===== src/hw/rtl/spdc_pkg.sv =====
// ============================================================================
// spdc_pkg - shared types and constants for the sync packet deframer
// Parse phases, record layout passed from the parser to the output stage,
// and the fixed framing constants of the packet format.
// ============================================================================
package spdc_pkg;

    typedef enum logic [2:0] {
        PH_HUNT   = 3'd0,
        PH_HEADER = 3'd1,
        PH_BANDS  = 3'd2,
        PH_CKSUM  = 3'd3,
        PH_PAD    = 3'd4
    } phase_t;

    localparam logic        KIND_BAND = 1'b0;
    localparam logic        KIND_END  = 1'b1;

    localparam logic [31:0] SYNC_WORD = 32'hFF00FF00;
    localparam logic [15:0] SUM_SEED  = 16'd510;   // 0xff * 2
    localparam logic [15:0] LEN_BASE  = 16'd32;
    localparam logic [4:0]  HDR_LAST  = 5'd27;     // band count byte
    localparam logic [4:0]  BAND_LAST = 5'd7;      // eighth byte of a band

    // One queued result; checksum compare is left to the output stage.
    typedef struct packed {
        logic        kind;
        logic [7:0]  band_index;
        logic [15:0] c_reference;
        logic [15:0] a_reference;
        logic [15:0] c_signal;
        logic [15:0] a_signal;
        logic [23:0] serial;
        logic [31:0] timestamp_ms;
        logic [15:0] internal_temp;
        logic [7:0]  band_count;
        logic [15:0] rx_cksum;
        logic [15:0] calc_sum;
    } rec_t;

endpackage


===== src/hw/rtl/spdc_front.sv =====
// ============================================================================
// spdc_front - sync hunt and packet parser
// Takes one byte per transfer, tracks the packet phase, captures header
// fields, accumulates the byte sum and pushes a record per band and per end.
// ============================================================================
module spdc_front (
    input  logic                aclk,
    input  logic                aresetn,
    input  logic                s_valid,
    output logic                s_ready,
    input  logic [7:0]          s_byte_in,
    output logic                push_valid,
    input  logic                push_ready,
    output spdc_pkg::rec_t      push_rec
);
    import spdc_pkg::*;

    phase_t      phase_reg, phase_next;
    logic [31:0] window_reg, window_next;
    logic [4:0]  pos_reg, pos_next;
    logic [7:0]  band_cnt_reg, band_cnt_next;
    logic [15:0] sum_reg, sum_next;
    logic [15:0] length_reg, length_next;
    logic [7:0]  bands_reg, bands_next;
    logic [63:0] asm_reg, asm_next;
    logic [63:0] dark_reg, dark_next;
    logic [23:0] serial_reg, serial_next;
    logic [31:0] time_reg, time_next;
    logic [15:0] temp_reg, temp_next;
    logic [15:0] rx_reg, rx_next;

    logic        accept;
    logic [7:0]  b;
    logic [7:0]  band_inc;
    logic [15:0] expect_len;

    // Conservative: stall whenever the queue is full.
    assign s_ready    = push_ready;
    assign accept     = s_valid && s_ready;
    assign b          = s_byte_in;
    assign band_inc   = band_cnt_reg + 8'd1;
    assign expect_len = LEN_BASE + {5'd0, b, 3'd0};

    always_comb begin
        phase_next    = phase_reg;
        window_next   = window_reg;
        pos_next      = pos_reg;
        band_cnt_next = band_cnt_reg;
        sum_next      = sum_reg;
        length_next   = length_reg;
        bands_next    = bands_reg;
        asm_next      = asm_reg;
        dark_next     = dark_reg;
        serial_next   = serial_reg;
        time_next     = time_reg;
        temp_next     = temp_reg;
        rx_next       = rx_reg;
        push_valid    = 1'b0;

        push_rec               = '0;
        push_rec.serial        = serial_reg;
        push_rec.timestamp_ms  = time_reg;
        push_rec.internal_temp = temp_reg;
        push_rec.band_count    = bands_reg;
        push_rec.rx_cksum      = rx_reg;
        push_rec.calc_sum      = sum_reg;

        if (accept) begin
            unique case (phase_reg)
                PH_HEADER: begin
                    sum_next = sum_reg + {8'd0, b};
                    // header byte offsets, big-endian fields
                    unique case (pos_reg) inside
                        [5'd0:5'd1]:   length_next = {length_reg[7:0], b};
                        [5'd5:5'd7]:   serial_next = {serial_reg[15:0], b};
                        [5'd8:5'd9]:   dark_next[47:32] = {dark_reg[39:32], b};
                        [5'd12:5'd13]: dark_next[15:0]  = {dark_reg[7:0], b};
                        [5'd16:5'd17]: temp_next = {temp_reg[7:0], b};
                        [5'd18:5'd19]: dark_next[63:48] = {dark_reg[55:48], b};
                        [5'd20:5'd21]: dark_next[31:16] = {dark_reg[23:16], b};
                        [5'd22:5'd25]: time_next = {time_reg[23:0], b};
                        default: ;
                    endcase
                    if (pos_reg == HDR_LAST) begin
                        bands_next = b;
                        pos_next   = '0;
                        if (length_reg != expect_len) begin
                            // drop, and resume hunting from this byte
                            phase_next  = PH_HUNT;
                            window_next = {24'd0, b};
                        end else begin
                            band_cnt_next = '0;
                            phase_next    = (b == 8'd0) ? PH_CKSUM : PH_BANDS;
                        end
                    end else begin
                        pos_next = pos_reg + 5'd1;
                    end
                end
                PH_BANDS: begin
                    sum_next = sum_reg + {8'd0, b};
                    asm_next = {asm_reg[55:0], b};
                    if (pos_reg == BAND_LAST) begin
                        push_valid           = 1'b1;
                        push_rec.kind        = KIND_BAND;
                        push_rec.band_index  = band_cnt_reg;
                        push_rec.c_reference = asm_reg[55:40];
                        push_rec.a_reference = asm_reg[39:24];
                        push_rec.c_signal    = asm_reg[23:8];
                        push_rec.a_signal    = {asm_reg[7:0], b};
                        band_cnt_next        = band_inc;
                        pos_next             = '0;
                        if (band_inc == bands_reg) begin
                            phase_next = PH_CKSUM;
                        end
                    end else begin
                        pos_next = pos_reg + 5'd1;
                    end
                end
                PH_CKSUM: begin
                    rx_next = {rx_reg[7:0], b};
                    if (pos_reg != 5'd0) begin
                        pos_next   = '0;
                        phase_next = PH_PAD;
                    end else begin
                        pos_next = pos_reg + 5'd1;
                    end
                end
                PH_PAD: begin
                    push_valid           = 1'b1;
                    push_rec.kind        = KIND_END;
                    push_rec.band_index  = '0;
                    push_rec.c_reference = dark_reg[63:48];
                    push_rec.a_reference = dark_reg[47:32];
                    push_rec.c_signal    = dark_reg[31:16];
                    push_rec.a_signal    = dark_reg[15:0];
                    phase_next           = PH_HUNT;
                    window_next          = '0;
                    pos_next             = '0;
                end
                default: begin
                    window_next = {window_reg[23:0], b};
                    if ({window_reg[23:0], b} == SYNC_WORD) begin
                        phase_next = PH_HEADER;
                        pos_next   = '0;
                        sum_next   = SUM_SEED;
                        rx_next    = '0;
                    end else begin
                        phase_next = PH_HUNT;
                    end
                end
            endcase
        end
    end

    always_ff @(posedge aclk) begin
        if (!aresetn) begin
            phase_reg    <= PH_HUNT;
            window_reg   <= '0;
            pos_reg      <= '0;
            band_cnt_reg <= '0;
        end else begin
            phase_reg    <= phase_next;
            window_reg   <= window_next;
            pos_reg      <= pos_next;
            band_cnt_reg <= band_cnt_next;
        end
    end

    always_ff @(posedge aclk) begin
        sum_reg    <= sum_next;
        length_reg <= length_next;
        bands_reg  <= bands_next;
        asm_reg    <= asm_next;
        dark_reg   <= dark_next;
        serial_reg <= serial_next;
        time_reg   <= time_next;
        temp_reg   <= temp_next;
        rx_reg     <= rx_next;
    end

endmodule


===== src/hw/rtl/spdc_queue.sv =====
// ============================================================================
// spdc_queue - record queue between parser and output stage
// Small first-in first-out store of parsed records; each side stalls alone.
// ============================================================================
module spdc_queue #(
    parameter int DEPTH = 4
) (
    input  logic                aclk,
    input  logic                aresetn,
    input  logic                push_valid,
    output logic                push_ready,
    input  spdc_pkg::rec_t      push_rec,
    output logic                pop_valid,
    input  logic                pop_ready,
    output spdc_pkg::rec_t      pop_rec
);
    import spdc_pkg::*;

    localparam int PTR_W = (DEPTH > 1) ? $clog2(DEPTH) : 1;
    localparam int CNT_W = $clog2(DEPTH + 1);

    rec_t             slot_reg [DEPTH];
    logic [PTR_W-1:0] wr_ptr_reg, wr_ptr_next;
    logic [PTR_W-1:0] rd_ptr_reg, rd_ptr_next;
    logic [CNT_W-1:0] count_reg, count_next;
    logic             do_push, do_pop;

    assign push_ready = (count_reg != CNT_W'(DEPTH));
    assign pop_valid  = (count_reg != '0);
    assign pop_rec    = slot_reg[rd_ptr_reg];
    assign do_push    = push_valid && push_ready;
    assign do_pop     = pop_valid && pop_ready;

    always_comb begin
        wr_ptr_next = wr_ptr_reg;
        rd_ptr_next = rd_ptr_reg;
        count_next  = count_reg;
        if (do_push) begin
            wr_ptr_next = (wr_ptr_reg == PTR_W'(DEPTH - 1)) ? '0 : wr_ptr_reg + PTR_W'(1);
        end
        if (do_pop) begin
            rd_ptr_next = (rd_ptr_reg == PTR_W'(DEPTH - 1)) ? '0 : rd_ptr_reg + PTR_W'(1);
        end
        case ({do_push, do_pop})
            2'b10:   count_next = count_reg + CNT_W'(1);
            2'b01:   count_next = count_reg - CNT_W'(1);
            default: count_next = count_reg;
        endcase
    end

    always_ff @(posedge aclk) begin
        if (!aresetn) begin
            wr_ptr_reg <= '0;
            rd_ptr_reg <= '0;
            count_reg  <= '0;
        end else begin
            wr_ptr_reg <= wr_ptr_next;
            rd_ptr_reg <= rd_ptr_next;
            count_reg  <= count_next;
        end
    end

    always_ff @(posedge aclk) begin
        if (do_push) begin
            slot_reg[wr_ptr_reg] <= push_rec;
        end
    end

endmodule


===== src/hw/rtl/spdc_back.sv =====
// ============================================================================
// spdc_back - result formatter and output register
// Pops queued records, performs the checksum compare and holds the result
// until the downstream transfer completes.
// ============================================================================
module spdc_back (
    input  logic                aclk,
    input  logic                aresetn,
    input  logic                pop_valid,
    output logic                pop_ready,
    input  spdc_pkg::rec_t      pop_rec,
    output logic                m_valid,
    input  logic                m_ready,
    output logic                m_kind,
    output logic [7:0]          m_band_index,
    output logic [15:0]         m_c_reference,
    output logic [15:0]         m_a_reference,
    output logic [15:0]         m_c_signal,
    output logic [15:0]         m_a_signal,
    output logic [23:0]         m_serial,
    output logic [31:0]         m_timestamp_ms,
    output logic [15:0]         m_internal_temp_counts,
    output logic                m_checksum_ok,
    output logic [7:0]          m_band_count,
    output logic                m_last
);
    import spdc_pkg::*;

    logic        valid_reg;
    logic        kind_reg;
    logic [7:0]  index_reg;
    logic [15:0] cref_reg, aref_reg, csig_reg, asig_reg;
    logic [23:0] serial_reg;
    logic [31:0] time_reg;
    logic [15:0] temp_reg;
    logic        ok_reg;
    logic [7:0]  bands_reg;
    logic        is_end;
    logic        load;

    assign pop_ready = !valid_reg || m_ready;
    assign load      = pop_valid && pop_ready;
    assign is_end    = (pop_rec.kind == KIND_END);

    always_ff @(posedge aclk) begin
        if (!aresetn) begin
            valid_reg <= 1'b0;
        end else if (pop_ready) begin
            valid_reg <= pop_valid;
        end
    end

    always_ff @(posedge aclk) begin
        if (load) begin
            kind_reg   <= pop_rec.kind;
            index_reg  <= pop_rec.band_index;
            cref_reg   <= pop_rec.c_reference;
            aref_reg   <= pop_rec.a_reference;
            csig_reg   <= pop_rec.c_signal;
            asig_reg   <= pop_rec.a_signal;
            serial_reg <= pop_rec.serial;
            time_reg   <= pop_rec.timestamp_ms;
            temp_reg   <= pop_rec.internal_temp;
            bands_reg  <= pop_rec.band_count;
            ok_reg     <= is_end && (pop_rec.rx_cksum == pop_rec.calc_sum);
        end
    end

    assign m_valid                = valid_reg;
    assign m_kind                 = kind_reg;
    assign m_band_index           = index_reg;
    assign m_c_reference          = cref_reg;
    assign m_a_reference          = aref_reg;
    assign m_c_signal             = csig_reg;
    assign m_a_signal             = asig_reg;
    assign m_serial               = serial_reg;
    assign m_timestamp_ms         = time_reg;
    assign m_internal_temp_counts = temp_reg;
    assign m_checksum_ok          = ok_reg;
    assign m_band_count           = bands_reg;
    assign m_last                 = kind_reg;

endmodule


===== src/hw/rtl/sync_packet_deframer_checksum_top.sv =====
// ============================================================================
// sync_packet_deframer_checksum_top - sync word deframer with byte checksum
// Hunts for FF 00 FF 00, parses the packet header and bands, and emits one
// record per band plus an end record carrying the checksum status.
// ============================================================================
//
//   channel | direction | handshake          | payload
//   --------+-----------+--------------------+---------------------------------
//   s_      | in        | s_valid / s_ready  | s_byte_in, one byte per transfer
//   m_      | out       | m_valid / m_ready  | band sample or end-of-packet record
//
// One byte is taken per cycle while s_ready is high; the parser updates position,
// fields and sum together. A record is written to the queue and then to the output
// register on m_; s_ready drops only when the queue (QUEUE_DEPTH entries) is full.
// aresetn (synchronous) returns the parser to sync hunting and empties the queue.
//
module sync_packet_deframer_checksum_top #(
    parameter int QUEUE_DEPTH = 4
) (
    input  logic        aclk,
    input  logic        aresetn,
    input  logic        s_valid,
    output logic        s_ready,
    input  logic [7:0]  s_byte_in,
    output logic        m_valid,
    input  logic        m_ready,
    output logic        m_kind,
    output logic [7:0]  m_band_index,
    output logic [15:0] m_c_reference,
    output logic [15:0] m_a_reference,
    output logic [15:0] m_c_signal,
    output logic [15:0] m_a_signal,
    output logic [23:0] m_serial,
    output logic [31:0] m_timestamp_ms,
    output logic [15:0] m_internal_temp_counts,
    output logic        m_checksum_ok,
    output logic [7:0]  m_band_count,
    output logic        m_last
);
    import spdc_pkg::*;

    logic push_valid, push_ready;
    logic pop_valid, pop_ready;
    rec_t push_rec, pop_rec;

    spdc_front u_front (
        .aclk       (aclk),
        .aresetn    (aresetn),
        .s_valid    (s_valid),
        .s_ready    (s_ready),
        .s_byte_in  (s_byte_in),
        .push_valid (push_valid),
        .push_ready (push_ready),
        .push_rec   (push_rec)
    );

    spdc_queue #(
        .DEPTH (QUEUE_DEPTH)
    ) u_queue (
        .aclk       (aclk),
        .aresetn    (aresetn),
        .push_valid (push_valid),
        .push_ready (push_ready),
        .push_rec   (push_rec),
        .pop_valid  (pop_valid),
        .pop_ready  (pop_ready),
        .pop_rec    (pop_rec)
    );

    spdc_back u_back (
        .aclk                   (aclk),
        .aresetn                (aresetn),
        .pop_valid              (pop_valid),
        .pop_ready              (pop_ready),
        .pop_rec                (pop_rec),
        .m_valid                (m_valid),
        .m_ready                (m_ready),
        .m_kind                 (m_kind),
        .m_band_index           (m_band_index),
        .m_c_reference          (m_c_reference),
        .m_a_reference          (m_a_reference),
        .m_c_signal             (m_c_signal),
        .m_a_signal             (m_a_signal),
        .m_serial               (m_serial),
        .m_timestamp_ms         (m_timestamp_ms),
        .m_internal_temp_counts (m_internal_temp_counts),
        .m_checksum_ok          (m_checksum_ok),
        .m_band_count           (m_band_count),
        .m_last                 (m_last)
    );

endmodule


===== config.mk =====
export PLATFORM = sky130hd
export DESIGN_NAME = sync_packet_deframer_checksum_top
export DESIGN_NICKNAME = d
export VERILOG_FILES = /design/src/hw/rtl/spdc_pkg.sv /design/src/hw/rtl/spdc_front.sv /design/src/hw/rtl/spdc_queue.sv /design/src/hw/rtl/spdc_back.sv /design/src/hw/rtl/sync_packet_deframer_checksum_top.sv
export SDC_FILE = /design/constraint.sdc
export NUM_CORES = 1
export LEC_CHECK = 0
export ABC_CLOCK_PERIOD_IN_PS = 24000
export BUFFER_PORTS_ARGS = -buffer_cell sky130_fd_sc_hd__buf_2
export CORE_MARGIN = 5
export CORE_UTILIZATION = 45
export DETAILED_ROUTE_END_ITERATION = 16
export PLACE_DENSITY = 0.61
export SLEW_MARGIN = 40
export SYNTH_ARGS = -nofsm -noshare
export SYNTH_HDL_FRONTEND = slang
export SYNTH_SLANG_ARGS = --single-unit

===== constraint.sdc =====
create_clock -name aclk -period 24 [get_ports aclk]
set_clock_uncertainty 0.05 [all_clocks]
set_input_delay 3.6 -clock aclk [delete_from_list [all_inputs] [get_ports aclk]]
set_output_delay 3.6 -clock aclk [all_outputs]
set_load 0.1 [all_outputs]

# [Yosys cells after proc, flatten, opt, wreduce, memory -nomap -nowiden]
# Memories as Yosys holds them, arrays and structs flattened. A register that Yosys moved wholly into a read port is not among the register bits.
# Index checks and enable logic that the tools add are counted.
[word_totals] n_memories=1 in_bits=12 word_cells=159 register_bits=450 output_inout_bits=157 ram_bits=740
[mem_list] name="u_queue.slot_reg" depth=4 width=185 rd=1 rd_ports_with_merged_regs=1 write_ports=1 line="spdc_queue.sv:22" rtl="rec_t slot_reg [DEPTH];"
[classes] n_reduce_logical=42 n_addsub=8 magnitude_cmp=16 eq_ne=21 bitwise_logic=3 n_mux=37
[op_table] cell="$pmux 73 s2" count=1
[op_table] cell="$mux 73" count=1
[op_table] cell="$mux 72" count=1
[op_table] cell="$pmux 24 s3" count=1
[op_table] cell="$pmux 16 s2" count=2
[op_table] cell="$mux 24" count=2
[op_table] cell="$reduce_and 3->1" count=11
[op_table] cell="$eq 32x32->1 const B" count=1
[op_table] cell="$mux 16" count=2
[op_table] cell="$mux 8" count=3
[op_table] cell="$ge 5x5->1 const B" count=4
[op_table] cell="$le 5x5->1 const B" count=4
[op_table] cell="$mux 5" count=4
[op_table] cell="$pmux 5 s4" count=1
[op_table] cell="$add 16x8->16" count=1
[op_table] cell="$eq 16x16->1" count=1
[op_table] cell="$ne 16x16->1" count=1
[op_table] cell="$pmux 8 s2" count=1
[op_table] cell="$mux 3" count=5
[op_table] cell="$add 6x11->12 const A" count=1
[op_table] cell="$logic_and 1x1->1" count=12
[op_table] cell="$pmux 3 s4" count=1
[op_table] cell="$ge 5x4->1 const B" count=2
[op_table] cell="$le 5x4->1 const B" count=2
[op_table] cell="other kinds (36)" count=62

# [Logic depth before layout (Yosys ltp)]
# Gate-level depths: netlist of run 1.
[depth] ltp_word=7 depth_mapped=11 depth_no_buf=10

# [Modules after synthesis]
# From an unflattened synthesis of run 1, not the netlist that was laid out.
[unflattened] cells_unflattened=2081 hier_area_um2=43748.2
[by_module_without_submodules] mod="spdc_queue" cells_each=1023 seq_area_each_um2=22401.5 instances=1 area_per_inst_um2=27197.3
[by_module_without_submodules] mod="spdc_front" cells_each=876 seq_area_each_um2=8247.9 instances=1 area_per_inst_um2=11693.7
[by_module_without_submodules] mod="spdc_back" cells_each=182 seq_area_each_um2=4644.5 instances=1 area_per_inst_um2=4857.2

# [Least setup slack after synthesis of run 1]
# No wires, ideal clock.
[synth_timing] kind="input to register" startpoint="input port m_ready" endpoint="register u_queue.count_reg[2]" arrival_ns=13.351 n_path_buf=0 setup_time_ns=0.070 t_required_ns=23.880 path_stages=8 setup_slack_ns=10.529 path_cell_list="inv_1 a21oi_1 ha_1 inv_1 fa_1 xor2_1 or3_1 a21oi_1"
[synth_between] elab_chain_cells=4 elab_cells_between_ends=6 classes_between="eq/ne (2); mux (1); reduce/logical (3)"
[synth_lines] element="start: declaration" line="sync_packet_deframer_checksum_top.sv:26" rtl="input logic m_ready,"
[synth_lines] element="$logic_or 1x1->1 *" line="spdc_back.sv:41" rtl="assign pop_ready = !valid_reg || m_ready;"
[synth_lines] element="$logic_and 1x1->1 *"
[synth_lines] element="named net u_back.load" line="spdc_back.sv:39" rtl="logic load;"
[synth_lines] element="$eq 2x1->1 or $eq 2x2->1 (tied branches)" line="spdc_queue.sv:44" rtl="case ({do_push, do_pop})"
[synth_lines] element="$pmux 3 s2 or $reduce_bool 2->1 (tied branches)"
[synth_lines] element="end signal: assignment" line="spdc_queue.sv:59" rtl="count_reg <= count_next;"
[synth_lines] element="end: declaration" line="spdc_queue.sv:25" rtl="logic [CNT_W-1:0] count_reg, count_next;"
# Mark *: on every way through the listed nets, which the timed path passes. The rest lies on a longest branch.
# A chain may end at the register's enable or synchronous reset.

# [Final worst setup path of run 1]
[layout_timing] startpoint="input port s_valid" endpoint="memory u_queue.slot_reg[3][133] (netlist name), enable pin"
[layout_between] elab_chain_cells=5
[layout_lines] element="start: declaration" line="sync_packet_deframer_checksum_top.sv:22" rtl="input logic s_valid,"
[layout_lines] element="$logic_and 1x1->1" line="spdc_front.sv:39" rtl="assign accept = s_valid && s_ready;"
[layout_lines] element="$mux 1" line="spdc_front.sv:68" rtl="if (accept) begin"
[layout_lines] element="$logic_and 1x1->1" line="spdc_queue.sv:31" rtl="assign do_push = push_valid && push_ready;"
[layout_lines] element="$mux 1" line="spdc_queue.sv:64" rtl="if (do_push) begin"
[layout_lines] element="$mux 1 (not written as such)" line="spdc_queue.sv:65" rtl="slot_reg[wr_ptr_reg] <= push_rec;"
[layout_lines] element="end: declaration" line="spdc_queue.sv:22"
# No other way between the ends.

==> impl_results.md, run 1 <==
* Die area at 103,000 um^2
* Largest register FFs at 740
* 1st-iter DRT viols at 1,804
* Cell with the most instances after synthesis: edfxtp_1
* Ys async rst share at 0
* CP Launch Type: input port
* Leading area contributor after synthesis: edfxtp_1
* Max-slew violations at 0
* # IOs at between 150 and 200
* Outcome: completed
* Final TNS setup at 0 ps
* #FFs+latches synth at 1,192
* Unrepaired setup endpoints after global routing: false
* DR vias at between 20,000 and 25,000
* Root Buffer: clkbuf_16
* Vias per inst at roughly 5.5
* Clock transition at path regs at around 60 ps
* Mapped Nets at around 2,100
* DPL Wire Length at between 50 and 60 mm
* Setup Buffers After CTS at 0
* CORE AREA at 96,400 um^2
* WHS Path Cells at 0
* Vias in the first global route at 20,600
* Setup crit end kind: register
* Slowest cell delay on critical path at between 700 and 800 ps
* Initial antenna violation count at 6
* Most used DFF post-synth: edfxtp_1
* Area grow syn2layout at 14.9%
* Max-capacitance violation count at 0
* Period utilisation layout at 0.259
* Layout cell share with drive strength beyond 1 at 0.249
* Share of the synthesized area in the top cell type at 0.786
* WP data required at around 24,000 ps
* Drt wl/cell at ~23 um
* Initial Util at 0.453
* Synth cell types at 71
* Largest cells by area after synthesis: edfxtp_1, mux4_2, dfxtp_1, a22oi_1, nor2_1
* Worst VDD drop at 0.0000849 V
* Hold Path Class: reg2reg
* Post-synth EDFFs at 1,142
* TritonCTS clock tree: done
* Synthesized area per cell at 21.1 um^2
* Power Total at 5.95 mW
* Chip width at roughly 320 um
* Tightest Pin Transition at 843 ps
* TritonCTS Buffers at 116
* Total leakage power at around 16 nW
* Synthesis Warnings at 0
* PostCTS Resize Cnt at 0
* Slowest-stage cell, CP: buf_4
* CTS Hold Bufs at 0
* GRT Util Overall at 0.167
* Fmax achieved at roughly 0.16 GHz
* Max-slew headroom at 0.437
* Synth top cells by count: edfxtp_1, mux4_2, nor2_1
* Fillers at approximately 7,600
* Final Setup Violations at 0
* Site row count at between 100 and 150
* Worst-skew pair later-pin latency at 690 ps
* Crit Path Max Fanout at 50
* WL final at 86.6 mm
* Worst R2R Path Depth at 7
* Crit Path Category: in2reg
* Maximum number of pins on one net before global-route repair at 92
* Die height at 321 um
* PD cells at between 100 and 150 nW/um^2
* Post-synthesis sequential area ratio at 0.809
* CTS sink cnt at 1,192
* Syn Inst Count at 2,071
* Placer Congestion at 0.775
* Crit path cell chain: buf_2, a21boi_0, buf_4, o21ai_2, nor2b_4, buf_4, buf_4
* Clock tree buffer depth at 3
* Most used cell, CP: buf_4
* # DRC at 0
* Number of nets with antenna violations after routing at 0
* First-pass GRT wire length at 131 mm
* Synthesized cell area at approximately 44,000 um^2
* First-pass DRT Iterations at 5
* CTS HTree Levels at 3
* Layout Nets at 2,343
* Gr ovfl total at 0
* Final Hold Vio Count at 0
* Minimum clock period at between 6000 and 7000 ps
* WP data arrival at 6470 ps
* Port bufs at 168
-- final timing paths --
kind	start	end	slack, ps
setup reg to reg	u_front.pos_reg[0]	u_queue.slot_reg[3][133]	19740
setup / recovery	s_valid	u_queue.slot_reg[3][133]	17770
hold reg to reg	u_front.asm_reg[21]	u_front.asm_reg[29]	380
hold / removal	u_front.asm_reg[21]	u_front.asm_reg[29]	380
-- metrics by stage --
stage / setup WS (ps) / utilization / instances / hold WS (ps) / instance area [um^2]
after floorplan: 10530 / - / 2071 / 368 / 43700
after global placement: 16570 / 0.477 / 3455 / 375 / 46000
after detailed placement: 17000 / 0.480 / 3464 / 378 / 46300
after CTS: 17720 / 0.519 / 3683 / 372 / 50100
after global routing: 17600 / 0.520 / 3686 / 400 / 50200
final: 17770 / 0.520 / 3687 / 384 / 50200
-- power breakdown --
| group | switching, mW | leakage, nW | internal [mW] | total, mW |
|---|---|---|---|---|
| Sequential | 0.0788 | 11.3 | 2.46 | 2.54 |
| Combinational | 1.33 | 3.15 | 0.302 | 1.63 |
| Clock | 0.750 | 1.85 | 1.03 | 1.78 |
| Total | 2.16 | 16.3 | 3.79 | 5.95 |
-- cell type report --
class / count / area (um^2) / area share
Sequential cell: 1192 / 35300 / 0.704
Clock buffer: 143 / 3050 / 0.0609
Timing Repair Buffer: 212 / 1440 / 0.0287
Inverter: 22 / 82.6 / 0.00165
Multi-Input combinational cell: 765 / 7960 / 0.159
Clock inverter: 76 / 728 / 0.0145
Antenna cell: 1 / 2.50 / 0.0000499
Tap cell: 1276 / 1600 / 0.0318
-- worst max-delay path, delay by kind of cell --
kind | cells | cell delay, ps
AO/OA/AOI/OAI | 2 | 460
buffers and inverters | 4 | 1780
AND/OR/NAND/NOR | 1 | 460
-- per-layer routing --
| metal | global-route usage | up-vias | share of wire |
|---|---|---|---|
| met5 | 0 | - | 0 |
| met4 | 0.0383 | 0 | 0.017 |
| met3 | 0.0258 | 121 | 0.054 |
| met2 | 0.272 | 592 | 0.49 |
| met1 | 0.241 | 10500 | 0.44 |
| li1 | - | 8894 | - |
-- kinds of logic after synthesis --
group	after synthesis	share of synthesized area
AO/OA/AOI/OAI	164	0.0259
multiplexers	212	0.100
XOR/XNOR	53	0.0106
buffers and inverters	114	0.0126
flip-flops	1192	0.809
AND/OR/NAND/NOR	314	0.0355
adder cells (fa/ha/maj)	22	0.00665
-- cells in the final DEF (no fill, tap or decap), types with 32 or more instances in the layout --
master,instances
edfxtp_1,1142
mux4_2,180
buf_2,168
clkbuf_16,116
nor2_1,91
nand2_1,78
a22oi_1,64
dfxtp_1,48
xor2_1,32
mux2i_1,32
Note: power is estimated with default switching activity, not from simulation.
==> run 2: changes to the inputs <==
Settings changed: ABC_CLOCK_PERIOD_IN_PS 24000 to 6100.
Clock period 24 ns to 6.1 ns, I/O delays scaled along.
==> impl_results.md, run 2 (synthesized netlist as in run 1, its figures left out) <==
* Port bufs at 168 (unchanged)
* Initial Util at 0.453 (unchanged)
* Hold EP: u_front.dark_reg[28]
* WHS Path Cells at 0 (unchanged)
* Period utilisation layout at 0.568
* Util after Layout at 0.519 (-0.00114)
* Commonest cells after routing, fill and taps aside: edfxtp_1, mux4_2, buf_2
* Crit Path Max Fanout at 84 (+68%)
* Most common cell after layout, fill and taps aside: edfxtp_1
* Vias per inst at 5.44 (-0.53%)
* Hold Path Class: reg2reg
* GRT Util Overall at 0.164 (-0.00234)
* Layout Nets at 2,345 (+0.085%)
* PostCTS Resize Cnt at 0 (unchanged)
* Slowest-stage cell, CP: dfxtp_1
* Clock tree buffer depth at 3 (unchanged)
* Fmax achieved at about 0.29 GHz
* Area grow syn2layout at 14.7%
* CTS HTree Levels at 3 (unchanged)
* Setup crit end kind: register
* Sw Pwr at 6.49 mW (+200%)
* Area after DPL at 46,300 um^2 (about the same)
* Unrepaired setup endpoints after global routing: false
* Max-capacitance violation count at 0 (unchanged)
* Start point of the worst hold path: u_front.dark_reg[20]
* PD cells at 418 nW/um^2 (+250%)
* Outcome: completed
* Vias in the first global route at 20,400 (-0.99%)
* # IOs at 169 (unchanged)
* Final cell count without fillers at 3,687 (unchanged)
* First-pass DRT Iterations at 6 (+1)
* 1st-iter DRT viols at 1,871 (+3.7%)
* Chip width at 321 um (unchanged)
* Crit path cell chain: and2_2, buf_4, o21ai_2, nor2b_4, buf_12, buf_16
* Setup Buffers After CTS at 0 (unchanged)
* Final Hold Vio Count at 0 (unchanged)
* Final TNS setup at 0 ps (unchanged)
* TritonCTS clock tree: done
* Site row count at 114 (unchanged)
* Number of nets with antenna violations after routing at 0 (unchanged)
* Die height at 321 um (unchanged)
* Final Setup Violations at 0 (unchanged)
* Gr ovfl total at 0 (unchanged)
* DR vias at 20,000 (-0.53%)
* Clock transition at path regs at 60 ps (about the same)
* Tightest Pin Transition at 856 ps (+13.2 ps)
* Fillers at 7,511 (-0.64%)
* TritonCTS Buffers at 114 (-1.7%)
* CP Launch Type: register
* CORE AREA at 96,400 um^2 (unchanged)
* Sequential power share at 0.460 (+0.034)
* R2R Setup Slk at 2640 ps (-17,100 ps)
* Crit Path Category: reg2reg
* Die area at 103,000 um^2 (unchanged)
* First-pass GRT wire length at 130 mm (-1.3%)
* Layout cell share with drive strength beyond 1 at 0.247 (-0.00260)
* Comb power frac at 0.210 (-0.064)
* WP data required at 6330 ps (-17,910 ps)
* Design Area, Final at 50,100 um^2 (-0.22%)
* # DRC at 0 (unchanged)
* Reg-to-reg startpoint: u_front.phase_reg[2]
* Crit path depth at 6 (-1)
* Worst VDD drop at 0.000344 V (+310%)
* Worst R2R Path Depth at 6 (-1)
* WL final at 85.9 mm (-0.81%)
* Minimum clock period at about 3500 ps
* Final setup margin at 2640 ps (-15,140 ps)
* Post-Place Worst Slack at 2460 ps (-14,540 ps)
* Worst R2R End: u_queue.slot_reg[0][81]
* CP top delay family: buffers and inverters
* Largest register FFs at 740 (unchanged)
* Drt wl/cell at 23.3 um (-0.81%)
* Placer Congestion at 0.833 (+7.5%)
* Clock share of power at 0.330 (+0.030)
* Initial antenna violation count at 3 (-3)
* Buf+Inv Stages, Crit Path at 3 (-1)
* Slowest cell delay on critical path at 700 ps (-20 ps)
* WP data arrival at 3700 ps (-2770 ps)
* DPL Wire Length at 50.9 mm (+0.98%)
* Maximum number of pins on one net before global-route repair at 120 (+30%)
* Max-slew violations at 0 (unchanged)
* Root Buffer: clkbuf_16
* Max-slew headroom at 0.429 (-0.00818)
* Total leakage power at 14.5 nW (-11%)
* CTS Hold Bufs at 0 (unchanged)
* Placed Cells at 3,470 (+0.17%)
* CTS sink cnt at 1,192 (unchanged)
* Worst-skew pair later-pin latency at 670 ps (-20 ps)
* Sw frac at 0.310 (-0.0532)
* Internal power at 14.5 mW (+280%)
==> run 2: metrics by stage <==
step | total power [mW] | hold WS [ps]
2_1_floorplan | 13.6 | 368
3_3_place_gp | 14.2 | 379
3_5_place_dp | 14.3 | 379
4_1_cts | 21.2 | 390
5_1_grt | 21.7 | 401
6_report | 20.9 | 387
==> run 2: power groups by stage <==
stage | Clock [mW] | Combinational [mW] | Sequential [mW]
floorplan | 0 | 1.55 | 12.0
global placement | 0 | 4.42 | 9.82
detailed placement | 0 | 4.47 | 9.82
CTS | 7.07 | 4.48 | 9.65
global route | 7.45 | 4.60 | 9.66
finish | 6.92 | 4.40 | 9.63
==> run 2: final cells by class <==
class | instances | area, um^2 | area share
inverters | 22 | 82.6 | 0.00165
flip-flops and latches | 1192 | 35300 | 0.705
well taps | 1276 | 1600 | 0.0319
clock buffers | 139 | 2990 | 0.0597
repair buffers | 216 | 1420 | 0.0283
clock inverters | 73 | 713 | 0.0142
diodes | 4 | 10.0 | 0.000200
multi-input cells | 765 | 7940 | 0.159
==> run 2: layer usage <==
layer  vias up  wire (um)  global-route usage
li1       8893          -                   -
met1     10500      37700               0.239
met2       544      42200               0.265
met3       104       4400              0.0264
met4         0       1560              0.0401
met5         -          0                   0
==> run 2: how the worst max path moves through the flow <==
stage                         startpoint                        to  slack (ps)
global placement    u_front.phase_reg[2]  u_queue.slot_reg[1][153]        2190
finish              u_front.phase_reg[2]   u_queue.slot_reg[0][81]        2640
CTS                 u_front.phase_reg[2]   u_queue.slot_reg[3][67]        2620
floorplan             u_front.pos_reg[0]    u_queue.slot_reg[0][0]       -1090
global route        u_front.phase_reg[2]   u_queue.slot_reg[0][58]        2410
detailed placement          s_byte_in[6]    u_front.window_reg[15]        2460
